--- src/rtl/core/edpa_ram.sv ---
// Generic single-write, single-read RAM with a registered read port.
// No dependencies.
`default_nettype none
module edpa_ram #(
  parameter int unsigned WIDTH = 32,
  parameter int unsigned DEPTH = 16,
  parameter int unsigned AW = (DEPTH > 1) ? $clog2(DEPTH) : 1
) (
  input  wire logic             clk_i,
  input  wire logic             we_i,
  input  wire logic [AW-1:0]    waddr_i,
  input  wire logic [WIDTH-1:0] wdata_i,
  input  wire logic [AW-1:0]    raddr_i,
  output logic      [WIDTH-1:0] rdata_o
);

  logic [WIDTH-1:0] mem_q [DEPTH];

  always_ff @(posedge clk_i) begin
    if (we_i) begin
      mem_q[waddr_i] <= wdata_i;
    end
    rdata_o <= mem_q[raddr_i];
  end

endmodule
`default_nettype wire

--- config.mk ---
export PLATFORM = sky130hd
export DESIGN_NAME = edpa_ram
export DESIGN_NICKNAME = d
export VERILOG_FILES = /design/src/rtl/core/edpa_ram.sv
export SDC_FILE = /design/constraint.sdc
export NUM_CORES = 1
export LEC_CHECK = 0
export BUFFER_PORTS_ARGS = -buffer_cell sky130_fd_sc_hd__buf_2
export CORE_UTILIZATION = 30
export DETAILED_ROUTE_END_ITERATION = 10
export PLACE_DENSITY = 0.51
export RECOVER_POWER = 50
export SYNTH_ARGS = -nofsm -noshare
export SYNTH_HDL_FRONTEND = slang
export SYNTH_SLANG_ARGS = --single-unit
--- constraint.sdc ---
create_clock -name clk_i -period 5.4 [get_ports clk_i]
set_clock_uncertainty 0.05 [all_clocks]
set_input_delay 1.08 -clock clk_i [delete_from_list [all_inputs] [get_ports clk_i]]
set_output_delay 1.08 -clock clk_i [all_outputs]
set_load 0.05 [all_outputs]
# Word level (Yosys, flattened, before mapping)
# Memory sizes are Yosys's and may differ from the RTL's. A register that Yosys moved wholly into a read port is not among the register bits.
# Index checks and enable logic that the tools add are counted.
totals:
  register_bits: 0
  latch_bits: 0
  mem_bits_rw: 512
  mem_bits_ro: 0
  inputBits: 42
  out_inout_bits: 32
  elab_cells: 3
  memories: 1
op_classes:
  add_sub_neg: 0
  n_mul: 0
  n_div: 0
  order_cmp: 0
  n_eq_ne: 0
  n_shift: 0
  n_mux: 2
  bitwise: 0
  n_reduce_logical: 0
memory_table:
  columns: ["name", "depth", "word_bits", "rd", "rd_clocked_by_memory_dff", "write_ports", "line_no", "rtl"]
  rows:
  - ["mem_q", 16, 32, 1, 1, 1, "17", "logic [WIDTH-1:0] mem_q [DEPTH];"]
ops:
  columns: ["cell", "count"]
  rows:
  - ["1-bit two-way mux", 2]

# Logic depth before layout (Yosys ltp)
# Gate-level depths: netlist of run 1.
depth:
  depth_word: 2
  depth_mapped: 5

# Least setup slack after synthesis of run 1
# No wires, ideal clock.
synth_timing:
  path_type: "in2reg"
  start: "input port waddr_i[2]"
  end: "memory mem_q[0][0] (enable)"
  arrival_time_ns: 3.798
  t_required_ns: 4.889
  setup_slack_ns: 1.090
  cell_stages: 2
  path_buffers: 0
  path_cell_list: "or3b_2 > nor3_1"
synth_rtl:
  columns: ["item", "line_no", "rtl"]
  rows:
  - ["start: declaration", "11", "input wire logic [AW-1:0] waddr_i,"]
  - ["end: declaration", "17", null]
# Straight into the memory's write port.

# Worst setup path in the final report of run 1
layout_timing:
  start: "input port we_i"
  end: "memory mem_q[12][2] (enable)"
layout_via:
  elab_chain_len: 2
layout_lines:
  columns: ["item", "line_no", "rtl"]
  rows:
  - ["start: declaration", "10", "input wire logic we_i,"]
  - ["1-bit two-way mux", "20", "if (we_i) begin"]
  - ["1-bit two-way mux (implied by the code)", "21", "mem_q[waddr_i] <= wdata_i;"]
# Every way passes these cells.

==> results.py, run 1 <==
metrics = {
    "setup_path": {
        "crit_fanout": 32,
        "cp-start-kind": "primary input",
        "crit_required_ps": 5490,
        "worstReg2RegEnd": "rdata_o[5]",
        "ff2ff_path_depth": 3,
        "r2r_start": "mem_q[3][5]",
        "r2r_slack_ps": 3980,
        "cp-end-kind": "register",
        "worstSetupPathType": "primary input to register",
        "worstPathArrival_ps": 3870,
    },
    "pwr": {
        "irDropWorstVdd_mv": 0.286,
        "p_leak_nw": 7.29,
        "power.total_mw": 9.13,
        "p_per_area_nw_per_um2": 393,
    },
    "clock_tree": {
        "cts-root-buf": "clkbuf_16",
        "htreeDepth": 2,
        "clk_latency_ps": 610,
        "cts_resized": 0,
        "cts_buffers": 57,
        "tritoncts": "done",
        "post_cts_buffers": 0,
        "ctsHoldBuffers": 0,
        "clock_path_buffers": 3,
        "cts_sinks": 544,
        "path_clk_slew_ps": 60,
    },
    "route": {
        "wl_per_cell_um": 24.8,
        "dr.first_iter.drc_count": 744,
        "drtAntennaViolNets": 0,
        "wirelength_um": 46000,
        "first_pass_iters": 4,
        "drc": 0,
        "routed_via_density": 4.90,
        "vias": 9083,
    },
    "min_path": {
        "hp-class": "register to register",
        "min_to": "rdata_o[1]",
        "min_from": "mem_q[15][1]",
        "worstHoldPathCells": 3,
    },
    "logic_synthesis": {
        "ys_seq_area_frac": 0.807,
        "yosysWarnings": 0,
        "synth_area_um2": 19900,
        "synth-seq-cells": 544,
        "yosysUniqueCellTypes": 18,
        "avgSynthCellArea_um2": 23.7,
        "synthCells": 838,
        "syn_nets": 880,
    },
    "timing": {
        "fmax_ghz": 0.264,
        "post-route-period-util": 0.702,
        "setup_viol": 0,
        "drv_slew": 33,
        "grt_setup_unrepaired": "false",
        "relSlewSlack": -0.947,
        "finalSetupTns_ps": 0,
        "holdWs_ps": 618,
        "hold_viol": 0,
        "fin_crit_ps": 3790,
        "worstMarginPinSlew_ps": 2920,
    },
    "layout": {
        "multiInputGateArea_um2": 3740,
        "seqCellArea_um2": 16000,
        "nNetsFinal": 996,
        "fillCellCount": 6012,
        "final_common_cell": "edfxtp_1",
        "layout-drive-gt1-share": 0.296,
        "antenna_cells": 0,
        "areaGrowthSynthToFinish_pct": 17.0,
        "layout_common_cells": "edfxtp_1 (512), mux4_2 (128), a22oi_1 (64)",
    },
    "global_route": {
        "gr-total-overflow": 0,
        "antenna_found_initial": 3,
        "grt_usage": 0.141,
        "grt_max_degree": 58,
        "grt_pass1_wl_um": 68000,
        "grt_pass1_vias": 9694,
    },
    "place": {
        "port_buffers": 73,
        "hpwl_um": 23500,
        "globalplace.congestion": 0.675,
    },
    "die": {
        "start_util": 0.306,
        "num_rows": 93,
        "fp.dieH_um": 259,
        "pin_count": 74,
        "die_area_um2": 67200,
        "coreArea_um2": 64900,
        "die_x_um": 259,
    },
    "outcome": {
        "violations": "capacitance limit, slew limit",
        "outcome": "complete, but fails checks",
    },
    "job": {
        "cap_violations": 1,
    },
}
-- worst max-delay path, stage by stage --
cell and delay [ps]:
clkbuf_1 140, nand3_1 290, nor3_1 230, clkbuf_1 2080
-- metal layers --
| metal | global-route usage | wire (µm) |
|---|---|---|
| met5 | 0 | 41 |
| met4 | 0.0404 | 923 |
| met3 | 0.0264 | 2700 |
| met2 | 0.215 | 21200 |
| met1 | 0.205 | 21100 |
-- final cells by class --
class / count / share of cell area
tap: 855 / 0.0460
sequential: 544 / 0.689
multi-input combinational: 251 / 0.161
timing repair buffer: 100 / 0.0241
clock inverter: 25 / 0.0106
clock buffer: 79 / 0.0689
-- state kept, by name, summed over array words and instances (netlist names) --
signal,cells
mem_q,512
rdata_o,32
-- where the power goes --
part	internal, mW	leakage [nW]	switching, mW	total [mW]
clock	2.29	0.914	1.58	3.87
combinational	0.165	1.48	0.342	0.507
sequential	4.72	4.89	0.0280	4.75
-- stage by stage --
| stage | instance area, µm² | setup WS, ps | utilization | cells |
|---|---|---|---|---|
| after floorplan | 19900 | 1090 | - | 838 |
| after global placement | 21400 | 1970 | 0.330 | 1750 |
| after detailed placement | 21400 | 1980 | 0.330 | 1750 |
| after CTS | 23300 | 2620 | 0.359 | 1854 |
| after global routing | 23200 | 1370 | 0.358 | 1854 |
| final | 23200 | 1610 | 0.358 | 1854 |
-- logic make-up after synthesis --
family,after synthesis,share of synthesized area
flip-flops,544,0.807
AND/OR/NAND/NOR,59,0.0127
multiplexers,128,0.145
buffers and inverters,43,0.0112
AO/OA/AOI/OAI,64,0.0242
-- how the worst max path moves through the flow --
| stage | from | end | slack (ps) | depth (start not counted) |
|---|---|---|---|---|
| 6_report | we_i | mem_q[12][2] | 1610 | 4 |
| 5_1_grt | we_i | mem_q[12][2] | 1370 | 4 |
| 4_1_cts | waddr_i[2] | mem_q[1][9] | 2620 | 4 |
| 3_5_place_dp | waddr_i[2] | mem_q[1][7] | 1980 | 4 |
| 3_3_place_gp | waddr_i[2] | mem_q[1][10] | 1970 | 4 |
| 2_1_floorplan | waddr_i[2] | mem_q[0][0] | 1090 | 2 |
-- Yosys cell counts --
library cell  count  area [µm²]
edfxtp_1        512       15400
mux4_2          128        2880
a22oi_1          64         480
nand2_1          33         124
dfxtp_1          32         641
clkbuf_1         17        63.8
nor2_1           13        48.8
buf_4            11        82.6
buf_1             9        33.8
buf_2             4        20.0
nor3_1            4        20.0
buf_6             2        22.5
nand2b_1          2        12.5
nand3b_1          2        15.0
nor2b_1           2        12.5
and2_1            1        6.26
nand3_1           1        5.00
or3b_2            1        8.76
Note: power is estimated with default switching activity, not from simulation.
==> run 2, diff against run 1 <==
Settings changed: ABC_AREA set to 1, PLACE_DENSITY 0.51 to 0.5.
Clock period 5.4 ns to 3.6 ns, I/O delays scaled along.
==> run 2 against run 1 <==
Against the previous run: the flow now finishes without violations; design area up 11%; sequential share of layout area is 6.9 points lower; routed wire length is 26% higher; clock power grew 45%; critical endpoint is now mem_q[0][7].
==> results.py, run 2 <==
metrics = {
    "logic_synthesis": {
        "yosys.area.top_type": "edfxtp_1",
        "synth_edf_count": 512,
        "synthArstFlopShare": 0,
        "yosysUniqueCellTypes": 15,
        "synthCells": 2120,
        "synth-seq-cells": 544,
        "yosys-top-cells-count": "nand2_1 (677), edfxtp_1 (512), inv_1 (388), nand3_1 (385), buf_2 (41)",
        "avgSynthCellArea_um2": 10.7,
        "yosysWarnings": 0,
        "ys_seq_area_frac": 0.705,
        "synth_area_um2": 22700,
        "syn_nets": 2162,
        "synth_ff_type": "edfxtp_1",
        "synthTopCellsByArea": "edfxtp_1 (68%), nand2_1 (11%), nand3_1 (8.5%)",
        "yosysMostFrequentCell": "nand2_1",
        "synth_top_area_share": 0.676,
    },
    "route": {
        "first_pass_iters": 5,
        "drtAntennaViolNets": 0,
        "routed_via_density": 4.49,
        "vias": 14400,
        "wirelength_um": 57900,
        "drc": 0,
        "wl_per_cell_um": 18.1,
        "dr.first_iter.drc_count": 1131,
    },
    "die": {
        "fp.dieH_um": 277,
        "start_util": 0.304,
        "die_x_um": 277,
        "num_rows": 100,
        "die_area_um2": 76900,
        "pin_count": 74,
        "coreArea_um2": 74700,
    },
    "pwr": {
        "p_per_area_nw_per_um2": 533,
        "irDropWorstVdd_mv": 0.372,
        "power.total_mw": 13.8,
        "p_leak_nw": 10.7,
    },
    "min_path": {
        "hp-class": "primary input to register",
    },
    "setup_path": {
        "crit_required_ps": 3830,
        "r2r_slack_ps": 2380,
        "crit_top_cell": "nor2_1",
        "crit_chain": "clkbuf_1 > nor2_1 > nand2_1 > nor2_1 > buf_4",
        "slowest_delay_ps": 1080,
        "crit_fanout": 19,
        "cp-start-kind": "primary input",
        "cp_num_buf_inv": 2,
        "cp-end-kind": "register",
        "worstPathArrival_ps": 2720,
        "worst_path_dominant_cell_family": "simple AND/OR/NAND/NOR gates",
        "slowest_stage": "nor2_1",
        "worstSetupPathType": "primary input to register",
    },
    "place": {
        "globalplace.congestion": 0.776,
        "port_buffers": 73,
        "dp_slack_ps": 961,
        "hpwl_um": 32700,
        "dp.cells": 3092,
    },
    "layout": {
        "nNetsFinal": 2222,
        "areaGrowthSynthToFinish_pct": 13.5,
        "reg_top3": "mem_q x512, rdata_o x32",
        "final_common_cell": "nand2_1",
        "largest_register_ffs": 512,
        "final_cells": 3196,
        "regMostFlops": "mem_q",
        "layout-drive-gt1-share": 0.0723,
        "layout_common_cells": "nand2_1 (677), edfxtp_1 (512), inv_1 (386)",
        "antenna_cells": 0,
    },
    "global_route": {
        "grtUsageMet1": 0.226,
        "grt_pass1_vias": 14000,
        "grt_util_met3": 0.0210,
        "top_usage_layer": "met2",
        "grt_max_degree": 160,
        "antenna_found_initial": 3,
        "grt_pass1_wl_um": 88300,
        "grt_usage": 0.151,
        "gr-total-overflow": 0,
        "grtUsageMet2": 0.229,
    },
    "timing": {
        "drv_slew": 0,
        "relSlewSlack": 0.0814,
        "finalSetupTns_ps": 0,
        "holdWs_ps": 562,
        "fmax_ghz": 0.402,
        "fin_crit_ps": 2490,
        "grt_setup_unrepaired": "false",
        "setup_ws_ps": 1110,
        "setup_viol": 0,
        "post-route-period-util": 0.691,
        "worstMarginPinSlew_ps": 1370,
        "hold_viol": 0,
    },
    "clock_tree": {
        "path_clk_slew_ps": 60,
        "post_cts_buffers": 0,
        "tritoncts": "done",
        "ctsHoldBuffers": 0,
        "htreeDepth": 2,
        "cts_resized": 0,
        "clock_path_buffers": 3,
        "clk_latency_ps": 600,
        "cts_buffers": 55,
        "cts_sinks": 544,
        "cts-root-buf": "clkbuf_16",
    },
    "job": {
        "cap_violations": 0,
    },
    "outcome": {
        "outcome": "complete, no violations",
    },
}
-- run 2: changes by cell type in the layout (fill, tap and decap cells not counted), moves of 6 or more --
cell      delta
a22oi_1     -64
buf_12       +6
clkbuf_1    +14
clkinv_2    -10
inv_1      +386
mux4_2     -128
nand2_1    +644
nand3_1    +384
nor2_1       +6
-- run 2: report_power, final --
group	switching (mW)	total, mW	internal (mW)
combinational	0.766	0.990	0.224
sequential	0.0444	7.13	7.08
clock	2.35	5.63	3.28
-- run 2: routing by layer --
metal  vias up  share of wire
met5         -              0
li1       6952              -
met1      6997           0.49
met4         0          0.016
met3        63          0.050
met2       345           0.45
-- run 2: area by class of cell --
cell class	instances	area, µm²
clock inverters	10	136
repair buffers	108	699
well taps	969	1210
flip-flops and latches	544	16000
fillers	7360	48900
multi-input cells	1081	4630
inverters	390	1470
clock buffers	94	1630
-- run 2: kinds of logic (layout without fill, tap and decap cells) --
kind of cell,after synthesis,in the layout,synth area share
buffers and inverters,495,602,0.0954
DFF,544,544,0.705
and+or+nand+nor,1081,1081,0.200
-- run 2: final timing paths --
check             depth (start not counted)           to          from
setup reg to reg                          6  rdata_o[20]  mem_q[7][20]
hold / removal                            3  rdata_o[30]    raddr_i[3]
setup / recovery                          5  mem_q[0][7]    waddr_i[2]
hold reg to reg                           6  rdata_o[31]  mem_q[2][31]
-- run 2: tightest hold or removal path, stage by stage --
cell	delay (ps)
buf_2	250
nand3_1	150
nand2_1	40
-- run 2: per-stage QoR --
| step | cell area, µm² | util |
|---|---|---|
| final | 25800 | 0.345 |
| after detailed placement | 24100 | 0.323 |
| after CTS | 25900 | 0.346 |
| after global placement | 24100 | 0.323 |
| after global routing | 25800 | 0.345 |
| after floorplan | 22700 | - |
