<file path="config.mk">
export PLATFORM = sky130hd
export DESIGN_NAME = edpa_sqrt
export DESIGN_NICKNAME = d
export VERILOG_FILES = /design/src/rtl/core/edpa_pkg.sv /design/src/rtl/core/edpa_sqrt.sv
export SDC_FILE = /design/constraint.sdc
export NUM_CORES = 1
export LEC_CHECK = 0
export ABC_AREA = 0
export BUFFER_PORTS_ARGS = -buffer_cell sky130_fd_sc_hd__buf_2
export CAP_MARGIN = 40
export CORE_MARGIN = 10
export CORE_UTILIZATION = 64
export CTS_BUF_LIST = sky130_fd_sc_hd__clkbuf_8
export DETAILED_ROUTE_END_ITERATION = 6
export HOLD_SLACK_MARGIN = 0.08
export MAX_ROUTING_LAYER = met4
export PLACE_DENSITY = 0.84
export SYNTH_ARGS = -nofsm -noshare
export SYNTH_HDL_FRONTEND = slang
export SYNTH_SLANG_ARGS = --single-unit
</file>
<file path="constraint.sdc">
create_clock -name clk_i -period 12.6 [get_ports clk_i]
set_clock_uncertainty 0.2 [all_clocks]
set_input_delay 0.63 -clock clk_i [delete_from_list [all_inputs] [get_ports clk_i]]
set_output_delay 0.63 -clock clk_i [all_outputs]
set_load 0.02 [all_outputs]
</file>
<file path="src/rtl/core/edpa_pkg.sv">
// Package for the electrode dipole potential accumulator.
// Holds the beat structs, size constants and the shared rounding helper.
// No dependencies.
`default_nettype none
package edpa_pkg;

  localparam int unsigned ELECTRODE_COUNT = 16;
  localparam int unsigned SUM_W = 32;
  localparam int unsigned WIDE_W = 64;
  localparam int unsigned ROOT_W = 32;

  typedef struct packed {
    logic [3:0]         electrode_index;
    logic [7:0]         electrode_row;
    logic [7:0]         electrode_col;
    logic [7:0]         electrode_height;
    logic [23:0]        dipole_x;
    logic [23:0]        dipole_y;
    logic signed [15:0] heading_x;
    logic signed [15:0] heading_y;
    logic               dipole_active;
    logic               clear_before;
  } req_t;

  typedef struct packed {
    logic [3:0]         result_index;
    logic signed [31:0] potential_sum;
    logic               applied;
    logic               saturated;
  } res_t;

  // Divide by 2^14, rounding to nearest with ties away from zero.
  function automatic logic signed [47:0] round14(logic signed [47:0] v);
    logic [47:0] mag;
    logic [47:0] r;
    mag = v[47] ? 48'(-v) : 48'(v);
    r = (mag + 48'd8192) >> 14;
    return v[47] ? -$signed(r) : $signed(r);
  endfunction

endpackage
`default_nettype wire

</file>
<file path="src/rtl/core/edpa_sqrt.sv">
// Iterative integer square root, two operand bits per cycle.
// Depends on edpa_pkg for the word widths.
`default_nettype none
module edpa_sqrt (
  input  wire logic                         clk_i,
  input  wire logic                         rst_ni,
  input  wire logic                         start_i,
  input  wire logic [edpa_pkg::WIDE_W-1:0]  arg_i,
  output logic                              done_o,
  output logic      [edpa_pkg::ROOT_W-1:0]  root_o
);

  localparam int unsigned W = edpa_pkg::WIDE_W;

  logic         busy_q, busy_d, done_q, done_d;
  logic [W-1:0] n_q, n_d, res_q, res_d, bit_q, bit_d;
  logic [W-1:0] trial;

  always_comb begin
    busy_d = busy_q;
    done_d = 1'b0;
    n_d = n_q;
    res_d = res_q;
    bit_d = bit_q;
    trial = res_q + bit_q;
    if (start_i) begin
      busy_d = 1'b1;
      n_d = arg_i;
      res_d = '0;
      bit_d = W'(1) << (W - 2);
    end else if (busy_q) begin
      if (n_q >= trial) begin
        n_d = n_q - trial;
        res_d = (res_q >> 1) + bit_q;
      end else begin
        res_d = res_q >> 1;
      end
      bit_d = bit_q >> 2;
      if (bit_q == W'(1)) begin
        busy_d = 1'b0;
        done_d = 1'b1;
      end
    end
  end

  always_ff @(posedge clk_i or negedge rst_ni) begin
    if (!rst_ni) begin
      busy_q <= 1'b0;
      done_q <= 1'b0;
    end else begin
      busy_q <= busy_d;
      done_q <= done_d;
    end
  end

  always_ff @(posedge clk_i) begin
    n_q <= n_d;
    res_q <= res_d;
    bit_q <= bit_d;
  end

  assign done_o = done_q;
  assign root_o = res_q[edpa_pkg::ROOT_W-1:0];

endmodule
`default_nettype wire

</file>
# After elaboration in Yosys (flattened, before gate mapping)
# Index checks and enable logic that the tools add are counted.
dict set report word_totals {
  regBits 162
  inputBits 67
  word_cells 23
}
dict set report classes {
  addsub 3
  magnitude_cmp 1
  n_eq_ne 1
  muxes 10
  reduce_logical 3
}
# cell count
set op_table {}
lappend op_table {{64-bit two-way mux} 4}
lappend op_table {{63-bit by 63-bit adder with 64-bit output} 1}
lappend op_table {{64-bit by 63-bit adder with 64-bit output} 1}
lappend op_table {{64-bit >= comparator} 1}
lappend op_table {{64-bit subtractor} 1}
lappend op_table {{32-bit by 1-bit == test with 1-bit output (second input constant)} 1}
lappend op_table {{1-bit two-way mux} 6}
lappend op_table {{2-bit nonzero test} 2}
lappend op_table {{2-bit AND reduction} 1}

# Longest topological paths before layout
dict set report depth {
  ltp_word 5
  mapped_depth 26
  ltp_nobuf 23
}

# Worst setup path before layout
# No wires, ideal clock.
dict set report synth_path {
  path_type {register to register}
  start {register res_q[2]}
  end {register n_q[0] (enable)}
  setup_ns 0.574
  arrival_ns 8.817
  required_time_ns 11.826
  path_slack_ns 3.009
  path_stages_with_launch 20
  period_less_slack_ns 9.591
  path_cell_list {dfxtp_1 > ha_1 > a31oi_1 > o21ai_1 > a21o_1 > a21oi_1 > o21bai_1 > a2111oi_0 > o31a_1 > o21ai_0 > xnor2_1 > ha_1 > nand2_1 > or3_1 > and4b_1 > o211a_1 > a211oi_4 > buf_6 > buf_4 > o21ai_0}
}
dict set report synth_via {
  elab_chain_len 4
}
# item line_no
set synth_lines {}
lappend synth_lines {{from (decl)} edpa_sqrt.sv:16} ;# logic [W-1:0] n_q, n_d, res_q, res_d, bit_q, bit_d;
lappend synth_lines {{from (signal assigned)} edpa_sqrt.sv:58} ;# res_q <= res_d;
lappend synth_lines {{64-bit by 63-bit adder with 64-bit output} edpa_sqrt.sv:25} ;# trial = res_q + bit_q;
lappend synth_lines {{64-bit >= comparator} edpa_sqrt.sv:32} ;# if (n_q >= trial) begin
lappend synth_lines {{2-bit nonzero test (no source line)} --}
lappend synth_lines {{2-bit AND reduction (no source line)} --}
lappend synth_lines {{to (signal assigned)} edpa_sqrt.sv:57} ;# n_q <= n_d;
lappend synth_lines {{to (decl)} edpa_sqrt.sv:16}
# No other way between the ends.
# A chain may end at the register's enable or synchronous reset.

# Final worst setup path
dict set report layout_path {
  start {register res_q[6]}
  end {register n_q[56] (enable)}
}
# The elaborated chain is that of the path after synthesis.

==> key figures <==
Status
  – Status: completed

Critical path
  – Number of buffers and inverters on the critical path: 3
  – Launching instance or port of the critical path: res_q[6]
  – Worst path cell trace: ha_1, nand4_1, o21ai_0, a21o_1, a311oi_1, o31ai_1, a21oi_1, o31ai_1, a21oi_1, nor2b_1, xnor2_1, ha_1, nand4_1, nor2_1, and4b_1, a221o_1, a211oi_4, buf_4, buf_4, o21ai_4, buf_4
  – CP delay by family, top: compound AO/OA/AOI/OAI gates
  – CP endpoint kind: flop
  – Critical-path maximum fanout: 90
  – Critical path's slowest cell: sky130_fd_sc_hd__buf_4
  – Worst setup path category: reg2reg
  – Most used cell along the critical path: sky130_fd_sc_hd__buf_4
  – Required time worst endpoint: 12.51 ns
  – Longest individual stage delay on the worst path: 0.72 ns
  – Critical Path Start Type: flop
  – Arrival time worst endpoint: 7.13 ns
  – Reg-to-reg startpoint: res_q[6]

Logic synthesis
  – Dominant cell type by area after synthesis: sky130_fd_sc_hd__dfxtp_1
  – Yosys reg bits: 162
  – Avg Synthesized Cell Area: 7.82 sq um
  – Count of flip-flops with a built-in enable after synthesis: 64
  – Synthesized area: 0.0153 sq mm
  – Net count after synthesis: 2162
  – Yosys synthesis warning count: 0
  – Cell types with the largest area share after synthesis: sky130_fd_sc_hd__dfxtp_1 13%, sky130_fd_sc_hd__edfxtp_1 13%, sky130_fd_sc_hd__ha_1 11%
  – Gate count after technology mapping: 1964
  – Most used DFF post-synth: sky130_fd_sc_hd__dfxtp_1
  – Post-synth top area share: 0.125
  – Fraction of registers with async set/reset: 0.0123
  – Netlist cell types: 80
  – Sequential share of the synthesized area: 0.254

Clock tree
  – Number of buffers created by CTS: 17
  – Clock insertion delay at the later pin of the skew report: 0.50 ns
  – # H-tree levels: 4
  – Root buffer selected by CTS: sky130_fd_sc_hd__clkbuf_8
  – CTS tree: done
  – CTS Sinks: 162
  – Post-CTS Setup Inserts: 0
  – Clock transition time at the flip-flop clock pins of the worst setup and hold paths: 0.12 ns
  – Number of buffers between clock root and the deepest sink: 2

Detailed routing
  – Met3 WL: 3.96 mm
  – Detailed-routing iteration count for the pre-antenna-repair pass: 6
  – Via-per-instance ratio: 6.56
  – Wire length on met1: 20.8 mm
  – Number of antenna-violating nets in the routed design: 0
  – Initial DRC count: 1735
  – Routed len/inst: 19.7 microns
  – Wire length reported by the detailed router: 45.1 mm
  – DRC Markers: 0
  – Max Used Layer: met4
  – Total number of vias: 15.0k
  – WL met2: 19.5 mm

Global route
  – Wire length of the first global-routing pass: 71.4 mm
  – Tot GR Track Use: 0.289
  – Overflow left after global routing: 0
  – Via count of the first global-routing pass: 13.8k
  – Largest net degree at the start of global routing: 122
  – Antenna violations before repair: 1

Final layout
  – Filler Cells Inserted: 2050
  – Area delta synth->final: 4.75%
  – Post-layout net count: 2156
  – Post-layout util: 0.683
  – Share of post-route cells with drive strength above 1: 0.0923

STA
  – Actual transition at the worst max-transition pin: 0.933 ns
  – Clock period minus worst slack: 7.22 ns
  – Final Max Slew Viols: 0
  – Worst rel slew slack: 0.378
  – Fraction of the cycle the final worst path needs: 0.573
  – Unrepaired setup endpoints after global routing: no
  – Setup violation total in the final timing report: 0
  – Highest Clock Rate: 0.139 GHz
  – Number of hold-slack violations in the final timing report: 0
  – Total Neg Setup Slack: 0 ns

Floorplanning
  – Starting density of the core: 0.652
  – Vertical die dimension: 175 microns
  – Width of the die: 175 microns
  – Number of top-level design ports: 100
  – # rows: 56
  – Full die area: 0.0306 sq mm
  – Core area: 0.0235 sq mm

Placed design
  – Placer Congestion: 0.996
  – Sum of net half-perimeters after detailed placement: 34.0 mm
  – Number of port buffers: 99

Run
  – Max-cap check violation count: 0

Pwr
  – Pleak: 6.71 nW
  – Total power divided by cell area: 203 mW/mm^2
  – Peak supply drop: 0.160 mV
  – Power Total: 3.26 mW

Worst hold path
  – Hold path startpoint: arg_i[10]
  – Min-delay worst type: in2reg
-- cells in the mapped netlist, types with 7 or more instances --
cell type and count:
sky130_fd_sc_hd__a21boi_0 8, sky130_fd_sc_hd__and2_1 22, sky130_fd_sc_hd__nand2_1 214, sky130_fd_sc_hd__nand3_1 31
sky130_fd_sc_hd__ha_1 130, sky130_fd_sc_hd__clkbuf_1 78, sky130_fd_sc_hd__or3_1 17, sky130_fd_sc_hd__inv_1 47
sky130_fd_sc_hd__a21o_1 61, sky130_fd_sc_hd__xnor2_1 75, sky130_fd_sc_hd__nor3_1 32, sky130_fd_sc_hd__a211oi_1 27
sky130_fd_sc_hd__dfxtp_1 96, sky130_fd_sc_hd__a311oi_1 16, sky130_fd_sc_hd__o21bai_1 35, sky130_fd_sc_hd__nor4_1 16
sky130_fd_sc_hd__o31ai_1 16, sky130_fd_sc_hd__o21ai_1 7, sky130_fd_sc_hd__o211ai_1 8, sky130_fd_sc_hd__xor2_1 64
sky130_fd_sc_hd__edfxtp_1 64, sky130_fd_sc_hd__mux2i_1 55, sky130_fd_sc_hd__a31o_2 12, sky130_fd_sc_hd__nor2b_1 18
sky130_fd_sc_hd__a21oi_1 149, sky130_fd_sc_hd__a31oi_1 71, sky130_fd_sc_hd__nand4_1 35, sky130_fd_sc_hd__nor2_1 204
sky130_fd_sc_hd__o21ai_0 165, sky130_fd_sc_hd__and3_1 18, sky130_fd_sc_hd__o221a_2 10, sky130_fd_sc_hd__buf_1 7
sky130_fd_sc_hd__o21a_1 7, sky130_fd_sc_hd__buf_4 35
-- through the flow --
step           setup WS [ns]  std cells  hold WS (ns)  area, sq um
6_report                5.38       2291         0.206        16100
2_1_floorplan           3.01       1964         0.134        15300
3_5_place_dp            5.64       2257         0.215        15700
5_1_grt                 4.87       2291         0.214        16100
4_1_cts                 5.57       2290         0.195        16100
3_3_place_gp            5.75       2256         0.216        15600
-- sequential cells by signal (all words and copies together), names as in the netlist --
| signal | flops |
|---|---|
| busy_q | 1 |
| bit_q | 32 |
| n_q | 64 |
| res_q | 64 |
| done_o | 1 |
-- final timing paths --
kind                                 end  slack, ns  depth (start not counted)
worst max-delay path             n_q[56]       5.38                         21
worst min-delay path             n_q[10]       0.21                          3
worst max register to register   n_q[56]       5.38                         21
worst min register to register  res_q[0]       0.32                          2
max in group asynchronous         busy_q      11.84                          2
min in group asynchronous         busy_q       0.26                          2
-- power by group --
part	leakage, nW	switching (mW)	internal, mW	total [mW]
Combinational	5.03	1.24	0.768	2.01
Sequential	1.47	0.0990	0.741	0.840
Clock	0.210	0.257	0.156	0.413
-- tightest hold or removal path: stages --
cell and delay, ns:
sky130_fd_sc_hd__buf_2 0.07, sky130_fd_sc_hd__nand2_1 0.04, sky130_fd_sc_hd__o21ai_0 0.05
-- per-layer routing --
layer / up-vias / global-route usage
met4: 0 / 0.0675
met3: 68 / 0.0448
met1: 7013 / 0.406
li1: 7233 / -
met5: - / -
met2: 719 / 0.428
-- cell families after synthesis --
group | Yosys count | synth area share
AOI/OAI and AO/OA | 657 | 0.276
adders and majority gates | 131 | 0.107
buffers and inverters | 181 | 0.0570
muxes | 59 | 0.0388
xor gates and xnor gates | 139 | 0.0793
DFF | 162 | 0.254
and+or+nand+nor | 635 | 0.188
-- placed cells by master, fill, tap and decap left out, types with 8 or more instances in the layout --
master / instances
sky130_fd_sc_hd__nand2_1: 214
sky130_fd_sc_hd__nor2_1: 204
sky130_fd_sc_hd__o21ai_0: 164
sky130_fd_sc_hd__a21oi_1: 149
sky130_fd_sc_hd__ha_1: 130
sky130_fd_sc_hd__buf_2: 98
sky130_fd_sc_hd__dfxtp_1: 96
sky130_fd_sc_hd__xnor2_1: 75
sky130_fd_sc_hd__a31oi_1: 71
sky130_fd_sc_hd__xor2_1: 64
sky130_fd_sc_hd__edfxtp_1: 64
sky130_fd_sc_hd__a21o_1: 61
sky130_fd_sc_hd__mux2i_1: 55
sky130_fd_sc_hd__inv_1: 47
sky130_fd_sc_hd__nand4_1: 35
sky130_fd_sc_hd__o21bai_1: 35
sky130_fd_sc_hd__nor3_1: 32
sky130_fd_sc_hd__nand3_1: 31
sky130_fd_sc_hd__a211oi_1: 27
sky130_fd_sc_hd__and2_1: 22
sky130_fd_sc_hd__and3_1: 18
sky130_fd_sc_hd__nor2b_1: 18
sky130_fd_sc_hd__or3_1: 17
sky130_fd_sc_hd__clkbuf_8: 17
sky130_fd_sc_hd__o31ai_1: 16
sky130_fd_sc_hd__a311oi_1: 16
sky130_fd_sc_hd__nor4_1: 16
sky130_fd_sc_hd__a31o_2: 12
sky130_fd_sc_hd__o221a_2: 10
sky130_fd_sc_hd__o211ai_1: 8
sky130_fd_sc_hd__a21boi_0: 8
-- what timing repair did --
item / in CTS / in global routing
hold buffers: 1 / 0
endpoints found under the hold margin: 2 / 0
resized for setup: 0 / 0
-- layout make-up --
type                    instances  area, sq um  share of cell area
diodes                          1         2.50            0.000156
clock buffers                  17          234              0.0146
clock inverters                15          181              0.0113
inverters                      48          180              0.0112
multi-input cells            1621        10600               0.659
flip-flops and latches        162         3900               0.242
well taps                     319          399              0.0248
repair buffers                108          592              0.0368
(Power assumes the default switching activity.)
