===== src/rtl/core/edpa_pkg.sv =====
// Package for the electrode dipole potential accumulator.
// Holds the beat structs, size constants and the shared rounding helper.
// No dependencies.
`default_nettype none
package edpa_pkg;

  localparam int unsigned ELECTRODE_COUNT = 16;
  localparam int unsigned SUM_W = 32;
  localparam int unsigned WIDE_W = 64;
  localparam int unsigned ROOT_W = 32;

  typedef struct packed {
    logic [3:0]         electrode_index;
    logic [7:0]         electrode_row;
    logic [7:0]         electrode_col;
    logic [7:0]         electrode_height;
    logic [23:0]        dipole_x;
    logic [23:0]        dipole_y;
    logic signed [15:0] heading_x;
    logic signed [15:0] heading_y;
    logic               dipole_active;
    logic               clear_before;
  } req_t;

  typedef struct packed {
    logic [3:0]         result_index;
    logic signed [31:0] potential_sum;
    logic               applied;
    logic               saturated;
  } res_t;

  // Divide by 2^14, rounding to nearest with ties away from zero.
  function automatic logic signed [47:0] round14(logic signed [47:0] v);
    logic [47:0] mag;
    logic [47:0] r;
    mag = v[47] ? 48'(-v) : 48'(v);
    r = (mag + 48'd8192) >> 14;
    return v[47] ? -$signed(r) : $signed(r);
  endfunction

endpackage
`default_nettype wire


===== src/rtl/core/edpa_div.sv =====
// Restoring unsigned divider, one quotient bit per cycle.
// Depends on edpa_pkg for the word width.
`default_nettype none
module edpa_div (
  input  wire logic                         clk_i,
  input  wire logic                         rst_ni,
  input  wire logic                         start_i,
  input  wire logic [edpa_pkg::WIDE_W-1:0]  dividend_i,
  input  wire logic [edpa_pkg::WIDE_W-1:0]  divisor_i,
  output logic                              done_o,
  output logic      [edpa_pkg::WIDE_W-1:0]  quot_o
);

  localparam int unsigned W = edpa_pkg::WIDE_W;
  localparam int unsigned CW = $clog2(W);

  logic          busy_q, busy_d, done_q, done_d;
  logic [CW-1:0] cnt_q, cnt_d;
  logic [W-1:0]  num_q, num_d, den_q, den_d, quo_q, quo_d;
  logic [W:0]    rem_q, rem_d, shifted;

  always_comb begin
    busy_d = busy_q;
    done_d = 1'b0;
    cnt_d = cnt_q;
    num_d = num_q;
    den_d = den_q;
    quo_d = quo_q;
    rem_d = rem_q;
    shifted = {rem_q[W-1:0], num_q[W-1]};
    if (start_i) begin
      busy_d = 1'b1;
      cnt_d = '0;
      num_d = dividend_i;
      den_d = divisor_i;
      quo_d = '0;
      rem_d = '0;
    end else if (busy_q) begin
      num_d = num_q << 1;
      if (shifted >= {1'b0, den_q}) begin
        rem_d = shifted - {1'b0, den_q};
        quo_d = {quo_q[W-2:0], 1'b1};
      end else begin
        rem_d = shifted;
        quo_d = {quo_q[W-2:0], 1'b0};
      end
      cnt_d = cnt_q + CW'(1);
      if (cnt_q == CW'(W - 1)) begin
        busy_d = 1'b0;
        done_d = 1'b1;
      end
    end
  end

  always_ff @(posedge clk_i or negedge rst_ni) begin
    if (!rst_ni) begin
      busy_q <= 1'b0;
      done_q <= 1'b0;
      cnt_q <= '0;
    end else begin
      busy_q <= busy_d;
      done_q <= done_d;
      cnt_q <= cnt_d;
    end
  end

  always_ff @(posedge clk_i) begin
    num_q <= num_d;
    den_q <= den_d;
    quo_q <= quo_d;
    rem_q <= rem_d;
  end

  assign done_o = done_q;
  assign quot_o = quo_q;

endmodule
`default_nettype wire

===== config.mk =====
export PLATFORM = sky130hd
export DESIGN_NAME = edpa_div
export DESIGN_NICKNAME = d
export VERILOG_FILES = /design/src/rtl/core/edpa_pkg.sv /design/src/rtl/core/edpa_div.sv
export SDC_FILE = /design/constraint.sdc
export NUM_CORES = 1
export LEC_CHECK = 0
export BUFFER_PORTS_ARGS = -buffer_cell sky130_fd_sc_hd__buf_4
export CORE_MARGIN = 10
export CORE_UTILIZATION = 45
export DETAILED_ROUTE_END_ITERATION = 10
export PLACE_DENSITY = 0.71
export SLEW_MARGIN = 20
export SYNTH_ARGS = -nofsm -noshare
export SYNTH_HDL_FRONTEND = slang
export SYNTH_SLANG_ARGS = --single-unit

===== constraint.sdc =====
create_clock -name clk_i -period 8.2 [get_ports clk_i]
set_clock_uncertainty 0.1 [all_clocks]
set_input_delay 0.41 -clock clk_i [delete_from_list [all_inputs] [get_ports clk_i]]
set_output_delay 0.41 -clock clk_i [all_outputs]
set_load 0.01 [all_outputs]

[Word level (Yosys, flattened, before mapping)]
Index checks and enable logic that the tools add are counted.
Operators by class
  add/subtract/negate cells: 2
  eq/ne operators: 1
  multiplexer cells: 12
  $lt $le $gt $ge: 1
  reduce and logical (&&, ||, !) cells: 1
Operators by type and width (number)
  $mux 64: 3
  $ge 65x64->1: 1
  $sub 64x64->64: 1
  $mux 6: 2
  $mux 1: 7
  $add 6x1->6 const B: 1
  $eq 6x6->1 const B: 1
  $reduce_bool 2->1: 1
Storage, ports and cells
  register bits: 264

[Logic depth before layout (Yosys ltp)]
Gate-level depths: netlist of the first run.
  word-level depth: 4
  gate-level depth with buffers: 16

[Worst setup path after synthesis of the first run]
OpenSTA, ideal clock, no wires.
  path kind: register to register
  from: register num_q[63]
  to: register rem_q[46]
  setup time: 0.091 ns
  stages on the path, launching flop included: 15
  path slack: 5.197 ns
  data arrival time: 2.812 ns
  path buffers: 0
  data required time: 8.009 ns
  cell sequence: edfxtp_1 -> inv_1 -> ha_1 -> fa_1 -> nor2b_1 -> o31ai_1 -> a211oi_1 -> o21ai_1 -> o2111ai_1 -> a21oi_1 -> o31ai_2 -> a21o_1 -> xnor2_1 -> nand2_1 -> a311oi_1
Between the ends
  word-level cells in the longest chain between the ends: 2
  elaborated cells between the ends (all ways): 3
  those cells by class: 1 x add/sub; 1 x order compare; 1 x mux
Ends and longest elaborated chain
  from (decl): line edpa_div.sv:19  | logic [W-1:0] num_q, num_d, den_q, den_d, quo_q, quo_d;
  from (signal assigned): line edpa_div.sv:68  | num_q <= num_d;
  $sub 64x64->64 or $ge 65x64->1 (tied branches): line edpa_div.sv:41, edpa_div.sv:40
  $mux 64 *: line edpa_div.sv:40  | if (shifted >= {1'b0, den_q}) begin
  to (signal assigned): line edpa_div.sv:71  | rem_q <= rem_d;
  to (decl): line edpa_div.sv:20  | logic [W:0] rem_q, rem_d, shifted;
Mark *: on every way between the ends. The rest lies on a longest branch, timed or not.
A chain may end at the register's enable or synchronous reset.

[Final worst setup path of the first run]
  from: register den_q[1]
  to: register rem_q[51]
Between the ends
  word-level cells in the longest chain between the ends: 2
  elaborated cells between the ends (all ways): 3
  those cells by class: 1 x add/sub; 1 x order compare; 1 x mux
Ends and longest elaborated chain
  from (decl): line edpa_div.sv:19
  from (signal assigned): line edpa_div.sv:69  | den_q <= den_d;
  $sub 64x64->64 or $ge 65x64->1 (tied branches): line edpa_div.sv:41, edpa_div.sv:40
  $mux 64 *: line edpa_div.sv:40
Marks and branches as above.

==> key figures, run 1 <==
Route
  – TritonRoute pass-1 iters: 6
  – Via density: 5.37
  – Total wire length: 37000 um
  – Residual DRC: 0
  – DRT antenna net count: 0
  – Via count: 11.3k
  – DR iter-0 viols: 812
  – Wire per inst: 17.6 um

Synth
  – Count leader, synth: nor2_1
  – Mapped Nets: 1589
  – Simple-gate share of the synthesized area: 0.131
  – Synth Area in Compound Gates: 0.160
  – Synth area leader: edfxtp_1
  – Async SR Flop Fraction: 0.0303
  – YS warnings: 0
  – Post-synthesis cell count: between 1k and 1.5k
  – Area fraction of the dominant cell type after synthesis: 0.269
  – Register area share after synthesis: 0.463
  – Top cells by area, synth: edfxtp_1, dfxtp_1, ha_1
  – Synthesized area: 14300 um^2
  – Synth unique cells: 76
  – Predominant post-synthesis flop cell: edfxtp_1
  – Synthesized flop and latch total: 264
  – Largest family of logic cells by synthesized area: compound AO/OA/AOI/OAI gates
  – Synth top cells by count: nor2_1, dfxtp_1, edfxtp_1
  – Number of flops mapped to enable cells by yosys: 128
  – Post-synthesis adder-cell area fraction: 0.0584
  – Synth Area in XOR/XNOR: 0.0374
  – Post-synthesis mux area share: 0.102
  – Mean Syn Cell Area: 10.3 um^2

CTS
  – PostCTS Resize Cnt: 0
  – Clock sinks: around 260
  – CTS tree: done
  – H-tree depth: 1
  – Worst-Skew Late Latency: approximately 600 ps
  – CTS Buffer Depth: 3
  – Root Buffer: clkbuf_16
  – CTS clk-pin slew, worst paths: approximately 70 ps
  – CTS buffer count: 30

Setup path
  – CP startpoint: den_q[1]
  – Critical path launch point type: flop
  – Worst Reg2Reg Path Length in Cells: 13
  – Arrival @ worst endpoint: 4180 ps
  – WS Path Type: reg2reg
  – CP most frequent cell: a21oi_4
  – RR Startpoint: den_q[1]
  – Worst Setup End Kind: flop
  – CP Max Fanout: 56
  – Reg2Reg Setup Slack: 4400 ps
  – Crit path cell chain: inv_1, ha_1, nor2b_1, o2111ai_1, nand2_2, o211ai_2, a21oi_4, a31oi_4, a21oi_4, o211ai_4, and2_4, nand2_1, a311oi_1
  – Reg2reg end: rem_q[51]
  – Slowest-stage cell, CP: and2_4
  – Worst Path Required: around 8600 ps
  – Crit path largest cell delay: 760 ps

Min path
  – Cell count of the worst hold path: 2
  – Hold path endpoint: num_q[20]
  – Min-delay src: dividend_i[20]
  – Worst Hold Class: in2reg

STA
  – Max Slew Vio Count: 0
  – RSZ-0062 raised after global routing: no
  – Worst slew margin: 0.285
  – Final min period: between 3000 and 4000 ps
  – Setup TNS: 0 ps
  – Final critical-path share of the clock period: 0.463
  – Final Worst Setup Slack: 4400 ps
  – Final-report hold violation count: 0
  – Final hold slack: between 30 and 40 ps
  – Fmax achieved: 263 MHz
  – Worst Max-Slew Pin Slew: 1070 ps
  – Final setup violation count: 0

Layout
  – Sequential cell area: 6610 um^2
  – Post-layout util: 0.578
  – Area of the multi-input gates: 6970 um^2
  – Area growth syn-to-layout: 27.1%
  – Non-Filler Instances: 2101
  – Final Cell Area: 18100 um^2
  – # nets final: about 1.9k
  – Fillers: 2671
  – Share of cells above drive strength 1: 0.233

Power
  – Lkg Pwr: 8.03 nW
  – Maximum vdd drop: 0.000224 V
  – Total power: 3.99 mW
  – Cell Pwr Density: 220 nW/um^2

Placed design
  – Inst Count DP: 1921
  – Port bufs: around 200
  – Post-detail-place hpwl: roughly 25000 um
  – Post-DP Area: approximately 16000 um^2
  – Pre-CTS setup slack: 4410 ps
  – Final GP Congestion: 0.912

GRT
  – First-pass GRT wire length: 59900 um
  – Total gr overflow: 0
  – Vias in the first global route: 11.5k
  – Gr usage total: 0.185
  – Largest net degree at the start of global routing: approximately 120
  – Initial antenna violation count: 4

Floorplanning
  – Die Y: approximately 200 um
  – Core ar.: 31400 um^2
  – Ports: 196
  – Row count: between 60 and 70
  – Horiz. Die Dim: 198 um
  – Total die area: 39200 um^2
  – Initial Utilization: 0.455

Outcome
  – Outcome: completed

Flow run
  – Max-cap violations: 0
-- state kept, by name, indices dropped and copies added (netlist names) --
register and flops:
done_o 1, quot_o 64, rem_q 64, cnt_q 6, busy_q 1, den_q 64
num_q 64
-- kinds of logic after synthesis --
logic type,after synthesis
AO/OA/AOI/OAI,298
adder cells (fa/ha/maj),66
multiplexers,138
AND/OR/NAND/NOR,409
flip-flops,264
buffers and inverters,156
XOR/XNOR,61
-- worst max-delay path by stage --
| stage | end | slack (ps) |
|---|---|---|
| final | rem_q[51] | 4400 |
| after floorplan | rem_q[46] | 5200 |
| after global placement | rem_q[31] | 4500 |
| after detailed placement | rem_q[51] | 4410 |
| after CTS | rem_q[51] | 4390 |
| after global routing | rem_q[61] | 4120 |
-- routing by layer --
layer  GRT usage  up-vias  routed length, um  share of wire
met3      0.0587       67               2820          0.076
met2       0.300      308              17100           0.46
met4      0.0467        2                755          0.020
met5           0        -                  7        0.00019
li1            -     5557                  -              -
met1       0.235     5355              16300           0.44
-- layout make-up --
class	instances	share of cell area
multi-input cells	972	0.385
inverters	82	0.0170
clock inverters	8	0.00366
diodes	3	0.000414
well taps	402	0.0277
clock buffers	48	0.0515
repair buffers	322	0.151
flip-flops and latches	264	0.365
-- where the power goes --
group | switching (mW) | internal, mW | total, mW
registers | 0.0759 | 1.51 | 1.59
logic | 0.602 | 0.453 | 1.05
clock network | 0.563 | 0.781 | 1.34
-- critical path, delay by kind of cell (launching register included) --
family / cells / cell delay [ps]
flip-flops: 1 / 380
buffers and inverters: 1 / 60
adder cells (fa/ha/maj): 1 / 300
AND/OR/NAND/NOR: 4 / 1190
AO/OA/AOI/OAI: 7 / 1640
-- layout by cell type, fill, tap and decap left out, types with 24 or more instances in the layout --
cell type      count
buf_4            199
nor2_1           155
edfxtp_1         128
dfxtp_1          128
dlygate4sd3_1    121
nand2_1          120
inv_1             81
mux2i_1           75
a21oi_1           69
ha_1              65
mux2_2            63
o21ai_0           50
xnor2_1           37
a21o_1            33
clkbuf_16         33
nand2_2           32
a311oi_2          31
xor2_1            24
-- timing repair --
action / in CTS / in global routing
hold buffers: 121 / 0
endpoints found under the hold margin: 128 / 0
buffers inserted: 0 / 0
No activity file was read; power rests on OpenSTA's default activity.
==> run 2: changes to the inputs <==
Clock period 8.2 ns to 4 ns, I/O delays scaled along.
==> run 2 against run 1 <==
Against the previous run: combinational power up 110%; total power up 100%; largest power group unchanged; cell count up 0.81%; utilization up 0.34 points; largest cell class unchanged; via count up 1.2%; sequential power up 110%; register-to-register slack worse by 4100 ps.
==> key figures, run 2 (synthesis gave the netlist of run 1 again) <==
STA
  – Final critical-path share of the clock period: 0.913 (was 0.463)
  – Worst Max-Slew Pin Slew: 1060 ps (was 1070 ps)
  – Final min period: 3650 ps (was 3800 ps)
  – RSZ-0062 raised after global routing: no (unchanged)
  – Setup TNS: 0 ps (unchanged)
  – Worst slew margin: 0.295 (was 0.285)
  – Max Slew Vio Count: 0 (unchanged)
  – Fmax achieved: 274 MHz (was 263 MHz)
  – Final-report hold violation count: 0 (unchanged)
  – Final setup violation count: 0 (unchanged)

GRT
  – Met2 Use GR: 0.311 (was 0.300)
  – Initial antenna violation count: 6 (was 4)
  – Largest net degree at the start of global routing: 137 (was 122)
  – GR Layer Usage met1: 0.240 (was 0.235)
  – Met3 Resource Use GR: 0.0535 (was 0.0587)
  – First-pass GRT wire length: 61100 um (was 59900 um)
  – Busiest grt layer: met2 (unchanged)
  – Gr usage total: 0.188 (was 0.185)
  – Total gr overflow: 0 (unchanged)
  – Vias in the first global route: 11.6k (was 11.5k)

Floorplanning
  – Core ar.: 31400 um^2 (unchanged)
  – Die Y: 198 um (unchanged)
  – Total die area: 39200 um^2 (unchanged)
  – Row count: 65 (unchanged)
  – Horiz. Die Dim: 198 um (unchanged)
  – Ports: 196 (unchanged)
  – Initial Utilization: 0.455 (unchanged)

CTS
  – CTS tree: done (unchanged)
  – Worst-Skew Late Latency: 570 ps (was 600 ps)
  – CTS clk-pin slew, worst paths: 60 ps (was 70 ps)
  – H-tree depth: 1 (unchanged)
  – CTS buffer count: 29 (was 30)
  – Clock sinks: 264 (unchanged)
  – CTS Buffer Depth: 3 (unchanged)
  – Root Buffer: clkbuf_16 (unchanged)

Placed design
  – Post-detail-place hpwl: 26000 um (was 25000 um)
  – Final GP Congestion: 0.919 (was 0.912)
  – Post-DP Area: 16000 um^2 (was 15900 um^2)
  – Port bufs: 195 (unchanged)

Outcome
  – Outcome: completed (unchanged)

Power
  – Sw Share: 0.315 (was 0.311)
  – Cell Pwr Density: 445 nW/um^2 (was 220 nW/um^2)
  – Combinational power share: 0.274 (was 0.265)
  – Clock Power Share: 0.324 (was 0.337)
  – Switch Pwr: 2.56 mW (was 1.24 mW)
  – Sequential share of power: 0.402 (was 0.398)
  – Pint: 5.56 mW (was 2.75 mW)
  – Total power: 8.12 mW (was 3.99 mW)
  – Maximum vdd drop: 0.000365 V (was 0.000224 V)
  – Lkg Pwr: 8.05 nW (was 8.03 nW)

Route
  – Via density: 5.40 (was 5.37)
  – Total wire length: 37900 um (was 37000 um)
  – Via count: 11.4k (was 11.3k)
  – Wire per inst: 17.9 um (was 17.6 um)
  – TritonRoute pass-1 iters: 5 (was 6)
  – DR iter-0 viols: 780 (was 812)
  – DRT antenna net count: 0 (unchanged)
  – Residual DRC: 0 (unchanged)

Setup path
  – Critical path launch point type: flop (unchanged)
  – Worst Path Required: 4360 ps (was 8580 ps)
  – CP Max Fanout: 26 (was 56)
  – Worst Setup End Kind: flop (unchanged)
  – Arrival @ worst endpoint: 4020 ps (was 4180 ps)
  – WS Path Type: reg2reg (unchanged)

Layout
  – Most frequent cells in the layout: buf_4, nor2_1, dlygate4sd3_1 (was buf_4, nor2_1, edfxtp_1, dfxtp_1, dlygate4sd3_1)
  – Most common cell after layout, fill and taps aside: buf_4 (unchanged)
  – Area growth syn-to-layout: 27.8% (was 27.1%)
  – Area of the multi-input gates: 6980 um^2 (was 6970 um^2)
  – Fillers: 2660 (was 2671)
  – Final Cell Area: 18200 um^2 (was 18100 um^2)
  – Share of cells above drive strength 1: 0.233 (about the same)
  – # nets final: 1885 (was 1869)
  – Sequential cell area: 6610 um^2 (unchanged)

Flow run
  – Max-cap violations: 0 (unchanged)

Min path
  – Worst Hold Class: in2reg (unchanged)
-- run 2: final cells by class --
type	instances	area share
inverter	82	0.0169
antenna	5	0.000686
tap	402	0.0276
timing repair buffer	339	0.159
sequential	264	0.362
clock inverter	14	0.00796
clock buffer	40	0.0426
multi-input combinational	972	0.383
-- run 2: power groups by stage --
stage               Clock, mW  Sequential [mW]  Combinational [mW]
global route             2.80             3.29                2.44
global placement            0             3.30                2.05
floorplan                   0             3.26                1.65
detailed placement          0             3.31                2.08
finish                   2.63             3.26                2.22
CTS                      2.69             3.26                2.20
-- run 2: what timing repair did --
item,CTS,global route
hold endpoints to repair,177,0
gates resized for setup,0,1
buffers inserted,0,0
hold buffers,131,0
setup endpoints to repair,0,1
-- run 2: final timing paths --
check | to | depth (start not counted) | slack (ps) | from
worst max-delay path | rem_q[2] | 14 | 350 | den_q[1]
worst min-delay path | den_q[4] | 2 | 250 | divisor_i[4]
max in group asynchronous | busy_q | 3 | 2960 | rst_ni
worst min register to register | rem_q[16] | 2 | 390 | rem_q[16]
min in group asynchronous | done_o | 3 | 550 | rst_ni
worst max register to register | rem_q[2] | 14 | 350 | den_q[1]
-- run 2: stage by stage --
step / hold slack [ps] / cells / util / worst slack [ps]
after CTS: 224 / 2113 / 0.580 / 295
final: 252 / 2118 / 0.581 / 346
after global routing: 241 / 2118 / 0.581 / 162
after detailed placement: -74.1 / 1928 / 0.509 / 365
after floorplan: -196 / 1392 / - / 997
after global placement: -78.5 / 1928 / 0.509 / 561
-- run 2: metal layers --
metal  vias to the layer above  wire length (um)
met2                       316             17800
met5                         -                 7
met4                         2               705
li1                       5605                 -
met1                      5450             16800
met3                        54              2680
-- run 2: worst max-delay path, stage by stage, from the launching register on --
cell	delay, ps
edfxtp_1	380
inv_1	60
ha_1	310
nor2b_1	170
o2111ai_1	270
nand2_2	140
o211ai_2	250
a21oi_4	110
a31oi_4	290
a21oi_4	110
o211ai_4	300
and2_4	430
buf_12	250
nand2_1	90
a311oi_1	260
